**config.mk**
```make
export PLATFORM = sky130hd
export DESIGN_NAME = stable_sorted_priority_queue_unit
export DESIGN_NICKNAME = d
export VERILOG_FILES = /design/src/hw/rtl/sspq_pkg.sv /design/src/hw/rtl/stable_sorted_priority_queue_unit.sv /design/src/hw/rtl/sspq_datapath.sv /design/src/hw/rtl/sspq_ctrl.sv
export SDC_FILE = /design/constraint.sdc
export NUM_CORES = 1
export LEC_CHECK = 0
export ABC_AREA = 1
export BUFFER_PORTS_ARGS = -buffer_cell sky130_fd_sc_hd__buf_4
export CORE_MARGIN = 5
export CORE_UTILIZATION = 59
export CTS_BUF_LIST = sky130_fd_sc_hd__clkbuf_4 sky130_fd_sc_hd__clkbuf_8
export CTS_CLUSTER_DIAMETER = 200
export DETAILED_ROUTE_END_ITERATION = 16
export GPL_TIMING_DRIVEN = 1
export PLACE_DENSITY_LB_ADDON = 0.2
export RECOVER_POWER = 100
export SLEW_MARGIN = 5
export SYNTH_ARGS = -nofsm -noshare
export SYNTH_HDL_FRONTEND = slang
export SYNTH_SLANG_ARGS = --single-unit
```
**constraint.sdc**
```tcl
create_clock -name clk -period 4.21 [get_ports clk]
set_clock_uncertainty 0.15 [all_clocks]
set_input_delay 0 -clock clk [delete_from_list [all_inputs] [get_ports clk]]
set_output_delay 0 -clock clk [all_outputs]
set_load 0.005 [all_outputs]
```
**src/hw/rtl/sspq_pkg.sv**
```systemverilog
`timescale 1ns / 1ps
// ----------------------------------------------------------------------------
// sspq_pkg
// Shared types and codes for the stable sorted priority queue unit.
// ----------------------------------------------------------------------------
package sspq_pkg;

	localparam int DEPTH_DEFAULT = 16;

	localparam int ACTION_W = 2;
	localparam int KEY_W    = 8;
	localparam int ID_W     = 16;
	localparam int STATUS_W = 2;
	localparam int FILL_W   = 5;

	localparam logic [ACTION_W-1:0] ACT_SORTED = 2'd0;
	localparam logic [ACTION_W-1:0] ACT_FRONT  = 2'd1;
	localparam logic [ACTION_W-1:0] ACT_BACK   = 2'd2;
	localparam logic [ACTION_W-1:0] ACT_POP    = 2'd3;

	localparam logic [STATUS_W-1:0] STATUS_OK    = 2'd0;
	localparam logic [STATUS_W-1:0] STATUS_FULL  = 2'd1;
	localparam logic [STATUS_W-1:0] STATUS_EMPTY = 2'd2;

	// controller -> datapath
	typedef struct packed {
		logic capture; // latch the item and the per-cell position flags
		logic apply;   // carry out the operation on the cell row
	} dp_cmd_t;

endpackage

```
**src/hw/rtl/stable_sorted_priority_queue_unit.sv**
```systemverilog
`timescale 1ns / 1ps
// ----------------------------------------------------------------------------
// stable_sorted_priority_queue_unit
// Bounded queue of key/id entries with stable sorted insert, push front,
// push back and pop front. One result per item.
// ----------------------------------------------------------------------------
//  channel  | handshake      | fields
//  ---------+----------------+--------------------------------------------
//  item in  | start && !busy | action, sort_key, customer_id
//  result   | done (1 cycle) | status, popped_key, popped_id, fill_count
//
//  On accept the per-cell compare flags are registered; in ST_APPLY the cell row
//  is shifted and the result registers and done are set together.
//  A new item may be started in the same cycle that done is shown.
//  Reset (arst_n low) empties the queue; cell contents are not cleared.
//  The receiver takes every result; there is no output stall.
// ----------------------------------------------------------------------------
module stable_sorted_priority_queue_unit #(
	parameter int DEPTH = sspq_pkg::DEPTH_DEFAULT
) (
	input  logic                          clk,
	input  logic                          arst_n,
	input  logic                          start,
	output logic                          busy,
	input  logic [sspq_pkg::ACTION_W-1:0] action,
	input  logic [sspq_pkg::KEY_W-1:0]    sort_key,
	input  logic [sspq_pkg::ID_W-1:0]     customer_id,
	output logic                          done,
	output logic [sspq_pkg::STATUS_W-1:0] status,
	output logic [sspq_pkg::KEY_W-1:0]    popped_key,
	output logic [sspq_pkg::ID_W-1:0]     popped_id,
	output logic [sspq_pkg::FILL_W-1:0]   fill_count
);

	sspq_pkg::dp_cmd_t cmd;

	sspq_ctrl u_ctrl (
		.clk    (clk),
		.arst_n (arst_n),
		.start  (start),
		.busy   (busy),
		.done   (done),
		.cmd    (cmd)
	);

	sspq_datapath #(
		.DEPTH (DEPTH)
	) u_datapath (
		.clk         (clk),
		.arst_n      (arst_n),
		.cmd         (cmd),
		.action      (action),
		.sort_key    (sort_key),
		.customer_id (customer_id),
		.status      (status),
		.popped_key  (popped_key),
		.popped_id   (popped_id),
		.fill_count  (fill_count)
	);

endmodule

```
**src/hw/rtl/sspq_datapath.sv**
```systemverilog
`timescale 1ns / 1ps
// ----------------------------------------------------------------------------
// sspq_datapath
// Row of key/id cells with parallel compare, prefix-OR slot select and
// shift-in / shift-out, plus the entry count and result registers.
// ----------------------------------------------------------------------------
module sspq_datapath #(
	parameter int DEPTH = sspq_pkg::DEPTH_DEFAULT
) (
	input  logic                          clk,
	input  logic                          arst_n,
	input  sspq_pkg::dp_cmd_t             cmd,
	input  logic [sspq_pkg::ACTION_W-1:0] action,
	input  logic [sspq_pkg::KEY_W-1:0]    sort_key,
	input  logic [sspq_pkg::ID_W-1:0]     customer_id,
	output logic [sspq_pkg::STATUS_W-1:0] status,
	output logic [sspq_pkg::KEY_W-1:0]    popped_key,
	output logic [sspq_pkg::ID_W-1:0]     popped_id,
	output logic [sspq_pkg::FILL_W-1:0]   fill_count
);

	localparam int CNT_W = $clog2(DEPTH + 1);
	localparam int LVLS  = $clog2(DEPTH);

	logic [sspq_pkg::KEY_W-1:0]    key_q [DEPTH];
	logic [sspq_pkg::ID_W-1:0]     id_q  [DEPTH];
	logic [CNT_W-1:0]              count_q;
	logic [sspq_pkg::ACTION_W-1:0] act_q;
	logic [sspq_pkg::KEY_W-1:0]    new_key_q;
	logic [sspq_pkg::ID_W-1:0]     new_id_q;
	logic [DEPTH-1:0]              flags_q;
	logic [sspq_pkg::STATUS_W-1:0] status_q;
	logic [sspq_pkg::KEY_W-1:0]    pkey_q;
	logic [sspq_pkg::ID_W-1:0]     pid_q;

	logic [DEPTH-1:0]       flags_c;
	logic [DEPTH-1:0]       pre [LVLS+1];
	logic [DEPTH-1:0]       shift_c;
	logic                   is_pop;
	logic                   empty;
	logic                   full;
	logic [CNT_W+sspq_pkg::FILL_W-1:0] fill_wide;

	// flag set on cell i: new entry goes at or before i
	always_comb begin
		for (int i = 0; i < DEPTH; i++) begin
			case (action)
				sspq_pkg::ACT_FRONT:  flags_c[i] = 1'b1;
				sspq_pkg::ACT_BACK:   flags_c[i] = (CNT_W'(i) >= count_q);
				sspq_pkg::ACT_SORTED: flags_c[i] = (CNT_W'(i) >= count_q) ||
				                                   (key_q[i] > sort_key);
				default:              flags_c[i] = 1'b0;
			endcase
		end
	end

	// log-depth prefix OR: cells at or after the insert slot
	always_comb begin
		pre[0] = flags_q;
		for (int l = 0; l < LVLS; l++) begin
			for (int i = 0; i < DEPTH; i++) begin
				if (i >= (1 << l)) begin
					pre[l+1][i] = pre[l][i] | pre[l][i - (1 << l)];
				end else begin
					pre[l+1][i] = pre[l][i];
				end
			end
		end
		shift_c = pre[LVLS];
	end

	assign is_pop = (act_q == sspq_pkg::ACT_POP);
	assign empty  = (count_q == '0);
	assign full   = (count_q == CNT_W'(DEPTH));

	always_ff @(posedge clk or negedge arst_n) begin
		if (!arst_n) begin
			count_q <= '0;
		end else if (cmd.apply) begin
			if (is_pop) begin
				if (!empty) count_q <= count_q - CNT_W'(1);
			end else if (!full) begin
				count_q <= count_q + CNT_W'(1);
			end
		end
	end

	always_ff @(posedge clk) begin
		if (cmd.capture) begin
			act_q     <= action;
			new_key_q <= sort_key;
			new_id_q  <= customer_id;
			flags_q   <= flags_c;
		end
		if (cmd.apply) begin
			status_q <= sspq_pkg::STATUS_OK;
			pkey_q   <= '0;
			pid_q    <= '0;
			if (is_pop) begin
				if (empty) begin
					status_q <= sspq_pkg::STATUS_EMPTY;
				end else begin
					pkey_q <= key_q[0];
					pid_q  <= id_q[0];
					for (int i = 0; i < DEPTH - 1; i++) begin
						key_q[i] <= key_q[i+1];
						id_q[i]  <= id_q[i+1];
					end
				end
			end else if (full) begin
				status_q <= sspq_pkg::STATUS_FULL;
			end else begin
				// first flagged cell takes the new entry, later ones shift back
				for (int i = 0; i < DEPTH; i++) begin
					if (i > 0 && shift_c[i] && shift_c[i-1]) begin
						key_q[i] <= key_q[i-1];
						id_q[i]  <= id_q[i-1];
					end else if (shift_c[i]) begin
						key_q[i] <= new_key_q;
						id_q[i]  <= new_id_q;
					end
				end
			end
		end
	end

	assign fill_wide  = {{sspq_pkg::FILL_W{1'b0}}, count_q};
	assign fill_count = fill_wide[sspq_pkg::FILL_W-1:0];
	assign status     = status_q;
	assign popped_key = pkey_q;
	assign popped_id  = pid_q;

endmodule

```
**src/hw/rtl/sspq_ctrl.sv**
```systemverilog
`timescale 1ns / 1ps
// ----------------------------------------------------------------------------
// sspq_ctrl
// Two-state controller: accepts an item, then runs the apply state and
// raises the result strobe.
// ----------------------------------------------------------------------------
module sspq_ctrl (
	input  logic              clk,
	input  logic              arst_n,
	input  logic              start,
	output logic              busy,
	output logic              done,
	output sspq_pkg::dp_cmd_t cmd
);

	typedef enum logic {
		ST_IDLE,
		ST_APPLY
	} state_t;

	state_t state_q;
	logic   busy_q;
	logic   done_q;
	logic   accept;

	assign accept = start && !busy_q;

	always_ff @(posedge clk or negedge arst_n) begin
		if (!arst_n) begin
			state_q <= ST_IDLE;
			busy_q  <= 1'b0;
			done_q  <= 1'b0;
		end else begin
			done_q <= 1'b0;
			case (state_q)
				ST_IDLE: begin
					if (accept) begin
						state_q <= ST_APPLY;
						busy_q  <= 1'b1;
					end
				end
				ST_APPLY: begin
					state_q <= ST_IDLE;
					busy_q  <= 1'b0;
					done_q  <= 1'b1;
				end
				default: begin
					state_q <= ST_IDLE;
					busy_q  <= 1'b0;
				end
			endcase
		end
	end

	assign cmd.capture = accept;
	assign cmd.apply   = (state_q == ST_APPLY);
	assign busy        = busy_q;
	assign done        = done_q;

endmodule

```
== Word level (Yosys, flattened, before mapping) ==
Memory sizes are Yosys's and may differ from the RTL's.
Cells that the tools add are included.
Storage, ports and cells
  register bits after elaboration: 76
  memory bits (writable): 384
  input bits: 29
  output and inout bits: 33
  word-level logic and storage cells: 463
  memories kept: 2
Cells by class
  add/subtract/negate cells: 2
  $lt $le $gt $ge: 32
  equal/unequal tests: 7
  mux-type cells: 261
  bitwise operators: 111
  reduce and logical (&&, ||, !) cells: 37
Memory list
  u_datapath.id_q: words 16, width 16, read ports 16, clocked after Yosys merged registers in 0, wr ports 16, RTL line sspq_datapath.sv:26  | logic [sspq_pkg::ID_W-1:0] id_q [DEPTH];
  u_datapath.key_q: words 16, width 8, read ports 16, clocked after Yosys merged registers in 0, wr ports 16, RTL line sspq_datapath.sv:25  | logic [sspq_pkg::KEY_W-1:0] key_q [DEPTH];
Operators by type and width (count)
  16-bit two-way mux: 30
  8-bit two-way mux: 30
  1-bit two-way mux: 178
  8-bit > comparator: 16
  1-bit bitwise OR: 109
  1-bit case mux with 3 select lines: 16
  4-bit by 5-bit greater-or-equal comparator with 1-bit output (first input constant): 8
  3-bit by 5-bit greater-or-equal comparator with 1-bit output (first input constant): 4
  1-bit logical AND: 16
  1-bit logical OR: 16
  5-bit two-way mux: 3
  1-bit by 5-bit greater-or-equal comparator with 1-bit output (first input constant): 2
  2-bit by 5-bit greater-or-equal comparator with 1-bit output (first input constant): 2
  5-bit by 1-bit adder with 5-bit output (second input constant): 1
  5-bit equality test (second input constant): 1
  5-bit logical NOT: 1
  5-bit by 1-bit subtractor with 5-bit output (second input constant): 1
  2-bit equality test (second input constant): 2
  2-bit two-way mux: 2
  2-bit by 1-bit != test with 1-bit output (second input constant): 2
  1-bit case mux with 2 select lines: 2
  3-bit AND reduction: 1
  2-bit by 1-bit equality test with 1-bit output (second input constant): 1
  2-bit logical NOT: 1
  4 further kinds: 5

== Logic depth before layout (Yosys ltp) ==
  word-level depth: 12
  depth in mapped cells: 12
  mapped depth without buffers: 11

== Hierarchy ==
A second synthesis with hierarchy kept.
Unflattened totals
  cells, all modules: 3018
  area total of the unflattened synthesis: 26616.8 sq um
Modules (own cells, without submodules)
  sspq_datapath: times used 1, cells an instance 3007, area an instance 26499.2 sq um, seq. area each 13698.1 sq um
  sspq_ctrl: times used 1, cells an instance 11, area an instance 117.6 sq um, seq. area each 75.1 sq um

== Least setup slack after synthesis ==
OpenSTA, ideal clock, no wires.
  path kind: register -> register
  from: register u_ctrl.state_q
  to: memory u_datapath.id_q[6][0] in the netlist's numbering, enable pin
  setup time: 438 ps
  arrival time: 3378 ps
  required time: 3622 ps
  slack: 243 ps
  stages on the path, launching flop included: 6
  buffers on the path: 1
  clock period less this slack: 3967 ps
  path through: dfrtp_1 > nand2_1 > inv_1 > nand2_4 > clkbuf_1 > o21ai_0
RTL lines
  start, declared: RTL line sspq_ctrl.sv:21  | state_t state_q;
  start signal, assigned: RTL line sspq_ctrl.sv:30  | state_q <= ST_IDLE;
  start signal, assigned: RTL line sspq_ctrl.sv:38  | state_q <= ST_APPLY;
  start signal, assigned: RTL line sspq_ctrl.sv:43  | state_q <= ST_IDLE;
  end, declared: RTL line sspq_datapath.sv:26

== Worst setup path in the final report ==
  from: register u_ctrl.busy_q, in the netlist u_ctrl.busy
  to: register u_datapath.new_id_q[8] in the netlist's numbering, enable pin
On the way
  word-level cells in the longest chain between the ends: 2
Ends and longest elaborated chain
  start, declared: RTL line sspq_ctrl.sv:22  | logic busy_q;
  start signal, assigned: RTL line sspq_ctrl.sv:31  | busy_q <= 1'b0;
  start signal, assigned: RTL line sspq_ctrl.sv:39  | busy_q <= 1'b1;
  start signal, assigned: RTL line sspq_ctrl.sv:44  | busy_q <= 1'b0;
  1-bit logical NOT: RTL line sspq_ctrl.sv:26  | assign accept = start && !busy_q;
  1-bit logical AND: RTL line sspq_ctrl.sv:26
  net u_ctrl.accept: RTL line sspq_ctrl.sv:24  | logic accept;
  end signal, assigned: RTL line sspq_datapath.sv:92  | new_id_q <= customer_id;
  end, declared: RTL line sspq_datapath.sv:30  | logic [sspq_pkg::ID_W-1:0] new_id_q;
The timed path passes the listed nets, and every way through them passes these cells.
A chain may end at the register's enable or synchronous reset.

==> qor.csv <==
stage;metric;value;unit
routing;final wirelength;78800;um
floorplanning;I/O pins;62;
flow_run;max_cap viols;3;
synth;number of flops mapped to enable cells by yosys;452;
global_routing;antenna violations before repair;1;
global_routing;vias in the first global route;22700;
routing;Post-DRT Antenna Nets;0;
floorplanning;num rows;77;
timing;crit share post-route;91.7;%
pwr;leakage power;0.0125;uW
place;GPL Wtd Cong;0.969;
routing;top sig layer;met4;
run_status;failing checks;capacitance limit, slew limit;
floorplanning;Die ar.;0.0495;mm2
place;dpl ws;0.862;ns
critical_path;Crit path max-delay family;simple AND/OR/NAND/NOR gates;
critical_path;CP Cell Sequence;nor2_1, clkbuf_2;
clocking;hold_buf cts;55;
clocking;TritonCTS Buffers;80;
critical_path;startpoint type of the worst setup path;flop;
synth;Yosys reg bits;460;
synth;syn nets;3211;
routing;met2 WL;37600;um
global_routing;largest net degree at the start of global routing;74;
synth;Synthesis Warnings;0;
pwr;pwr/cell area;393;mW/mm2
synth;Yosys top cell area share;51.0;%
routing;routed vias/inst;6.11;
timing;RSZ-0062 raised after global routing;false;
routing;met3 WL;6970;um
clocking;clock latency on the worst-skew pair;0.67;ns
timing;Finish-stage setup viols;0;
synth;most frequent cells after synthesis;906 x nand2_1, 452 x edfxtp_1, 278 x inv_1;
timing;worst rel slew slack;-108;%
timing;fin. max-slew vios;57;
routing;drt drc;0;
critical_path;CP required;4.38;ns
routing;violation count after the first detailed-route iteration;2838;
place;Buffers on Ports;61;
critical_path;crit path DAT;4.02;ns
final_layout;share of cells above drive strength 1;8.69;%
global_routing;Tot GR Track Use;31.1;%
synth;leading post-synthesis cells by cell area;edfxtp_1 51%, nand2_1 13%, ha_1 6.3%;
final_layout;fillcell total;3588;
synth;register area share after synthesis;51.8;%
clocking;Root Buffer;clkbuf_8;
critical_path;CP peak stage delay;2.29;ns
routing;WL/cell;20.8;um
critical_path;Critical-path top delay cell;nor2_1;
critical_path;CP Max Fanout;31;
synth;most common cell in the netlist;nand2_1;
final_layout;Area growth syn-to-layout;10.1;%
critical_path;kind of end point of the critical path;flop;
timing;FMAX;259;MHz
clocking;clk buf depth;3;
global_routing;first-pass GRT wire length;123000;um
floorplanning;Initial Util;59.9;%
clocking;# clock sinks;460;
pwr;Worst VDD drop;259;uV
place;Detail Placement HPWL;54700;um
final_layout;final-stage net count;3292;
synth;mapped cell area;0.0266;mm2
clocking;Worst-path clk slew;0.06;ns
routing;total number of vias;23100;
synth;asr flop ratio synth;1.74;%
timing;final worst path period need;3.86;ns
clocking;H-tree levels;3;
floorplanning;core area;0.0444;mm2
floorplanning;height of the die;222;um
global_routing;grt total ovfl;0;
routing;Post-Route M1 WL;30600;um
clocking;CTS tree;yes;
synth;Post-Syn Instances;3049;
routing;Initial DRT Pass Iterations;6;
timing;Fin. Hold Viols;0;
synth;Cell variety after synth;44;
timing;Slew @ Worst Pin;3.11;ns
timing;final worst slack;0.351;ns
clocking;Post-CTS Setup Bufs;0;
synth;Synth Flop Type;edfxtp_1;
synth;post-synthesis average cell area;8.73;um2
synth;leading area contributor after synthesis;edfxtp_1;
floorplanning;Die Span X;222;um
pwr;Final Power;11500;uW
timing;Fin Setup TNS;0;ns
final_layout;fin util;66.0;%
critical_path;CP Class;flop to flop;
clocking;post-CTS sizing;0;
min_path;Worst Hold Class;primary input to flop;
run_status;outcome;finished with violations;
critical_path;Bufs and invs on worst path;1;
-- logic make-up after synthesis --
logic type | Yosys count | synth area share [%]
compound gates | 491 | 10.3
xor+xnor | 6 | 0.197
fa+ha+maj | 133 | 6.25
buf+inv | 476 | 7.52
flops | 460 | 51.8
simple gates | 1483 | 24.0
-- worst min-delay path: stages --
cell	delay [ns]
dlygate4sd3_1	0.55
buf_4	0.14
inv_1	0.08
nor3_1	0.05
-- placed cells by master (no fill, tap or decap), types with 7 or more instances in the layout --
cell / netlist / routed
o22ai_1: 47 / 47
inv_1: 278 / 280
o21ai_0: 233 / 248
nand4_1: 104 / 104
o211ai_1: 9 / 9
o21a_1: 8 / 8
a21oi_1: 100 / 100
nand2_1: 906 / 915
nand2_2: 20 / 11
nor2_4: 10 / 7
a2bb2oi_1: 15 / 15
ha_1: 133 / 133
edfxtp_1: 452 / 452
nor2_1: 198 / 203
buf_4: 14 / 36
clkbuf_4: 0 / 67
clkinv_1: 17 / 40
o21ai_2: 10 / 18
clkbuf_1: 61 / 19
o21ai_1: 30 / 7
nor3_1: 12 / 12
dfrtp_1: 8 / 8
clkbuf_8: 0 / 85
inv_2: 9 / 7
clkbuf_2: 0 / 13
nand3_1: 207 / 211
a31oi_1: 29 / 29
dlygate4sd3_1: 0 / 55
-- power breakdown --
group / internal [uW] / switching [uW] / total (uW)
Combinational: 583 / 1190 / 1770
Sequential: 5500 / 267 / 5760
Clock: 2060 / 1920 / 3980
Total: 8140 / 3380 / 11500
-- path summary, 6_finish.rpt --
path	startpoint	endpoint	slack [ns]	cells past startpoint
setup / recovery	u_ctrl.busy	u_datapath.new_id_q[8]	0.35	2
hold / removal	start	u_ctrl.state_q	0.04	4
setup reg to reg	u_ctrl.busy	u_datapath.new_id_q[8]	0.35	2
hold reg to reg	u_ctrl.busy	u_ctrl.state_q	0.36	1
max in group asynchronous	arst_n	u_datapath.fill_count[0]	3.45	3
min in group asynchronous	arst_n	u_ctrl.state_q	0.19	3
-- metrics by stage --
stage | hold WS, ns | instance area, um2 | cells
2_1_floorplan | -0.446 | 26600 | 3049
3_3_place_gp | -0.330 | 27400 | 3585
3_5_place_dp | -0.325 | 27500 | 3585
4_1_cts | 0.0474 | 29500 | 3781
5_1_grt | 0.0441 | 29300 | 3782
6_report | 0.0378 | 29300 | 3782
-- metal layers --
| layer | global-route usage, % | vias to the layer above |
|---|---|---|
| li1 | - | 10600 |
| met1 | 40.5 | 11000 |
| met2 | 51.8 | 1262 |
| met3 | 4.83 | 250 |
| met4 | 13.7 | 0 |
| met5 | 0 | - |
-- flip-flops by register name, indices dropped and copies added (netlist names) --
| signal | count |
|---|---|
| u_datapath.popped_key | 8 |
| u_datapath.status | 2 |
| u_datapath.id_q | 256 |
| u_datapath.new_key_q | 8 |
| u_datapath.act_q | 2 |
| u_datapath.popped_id | 16 |
| u_ctrl.busy | 1 |
| u_datapath.flags_q | 16 |
| u_datapath.key_q | 128 |
| u_datapath.fill_count | 5 |
| u_datapath.new_id_q | 16 |
| u_ctrl.done | 1 |
| u_ctrl.state_q | 1 |
-- final cells by class --
type	instances	area [um2]	area share, %
diodes	1	2.50	0.00854
clock buffers	107	1340	4.56
clock inverters	34	161	0.551
inverters	305	1150	3.92
multi-input cells	2113	10800	36.9
flip-flops and latches	460	13800	47.0
well taps	592	741	2.53
repair buffers	170	1340	4.56
No activity file was read; power rests on OpenSTA's default activity.
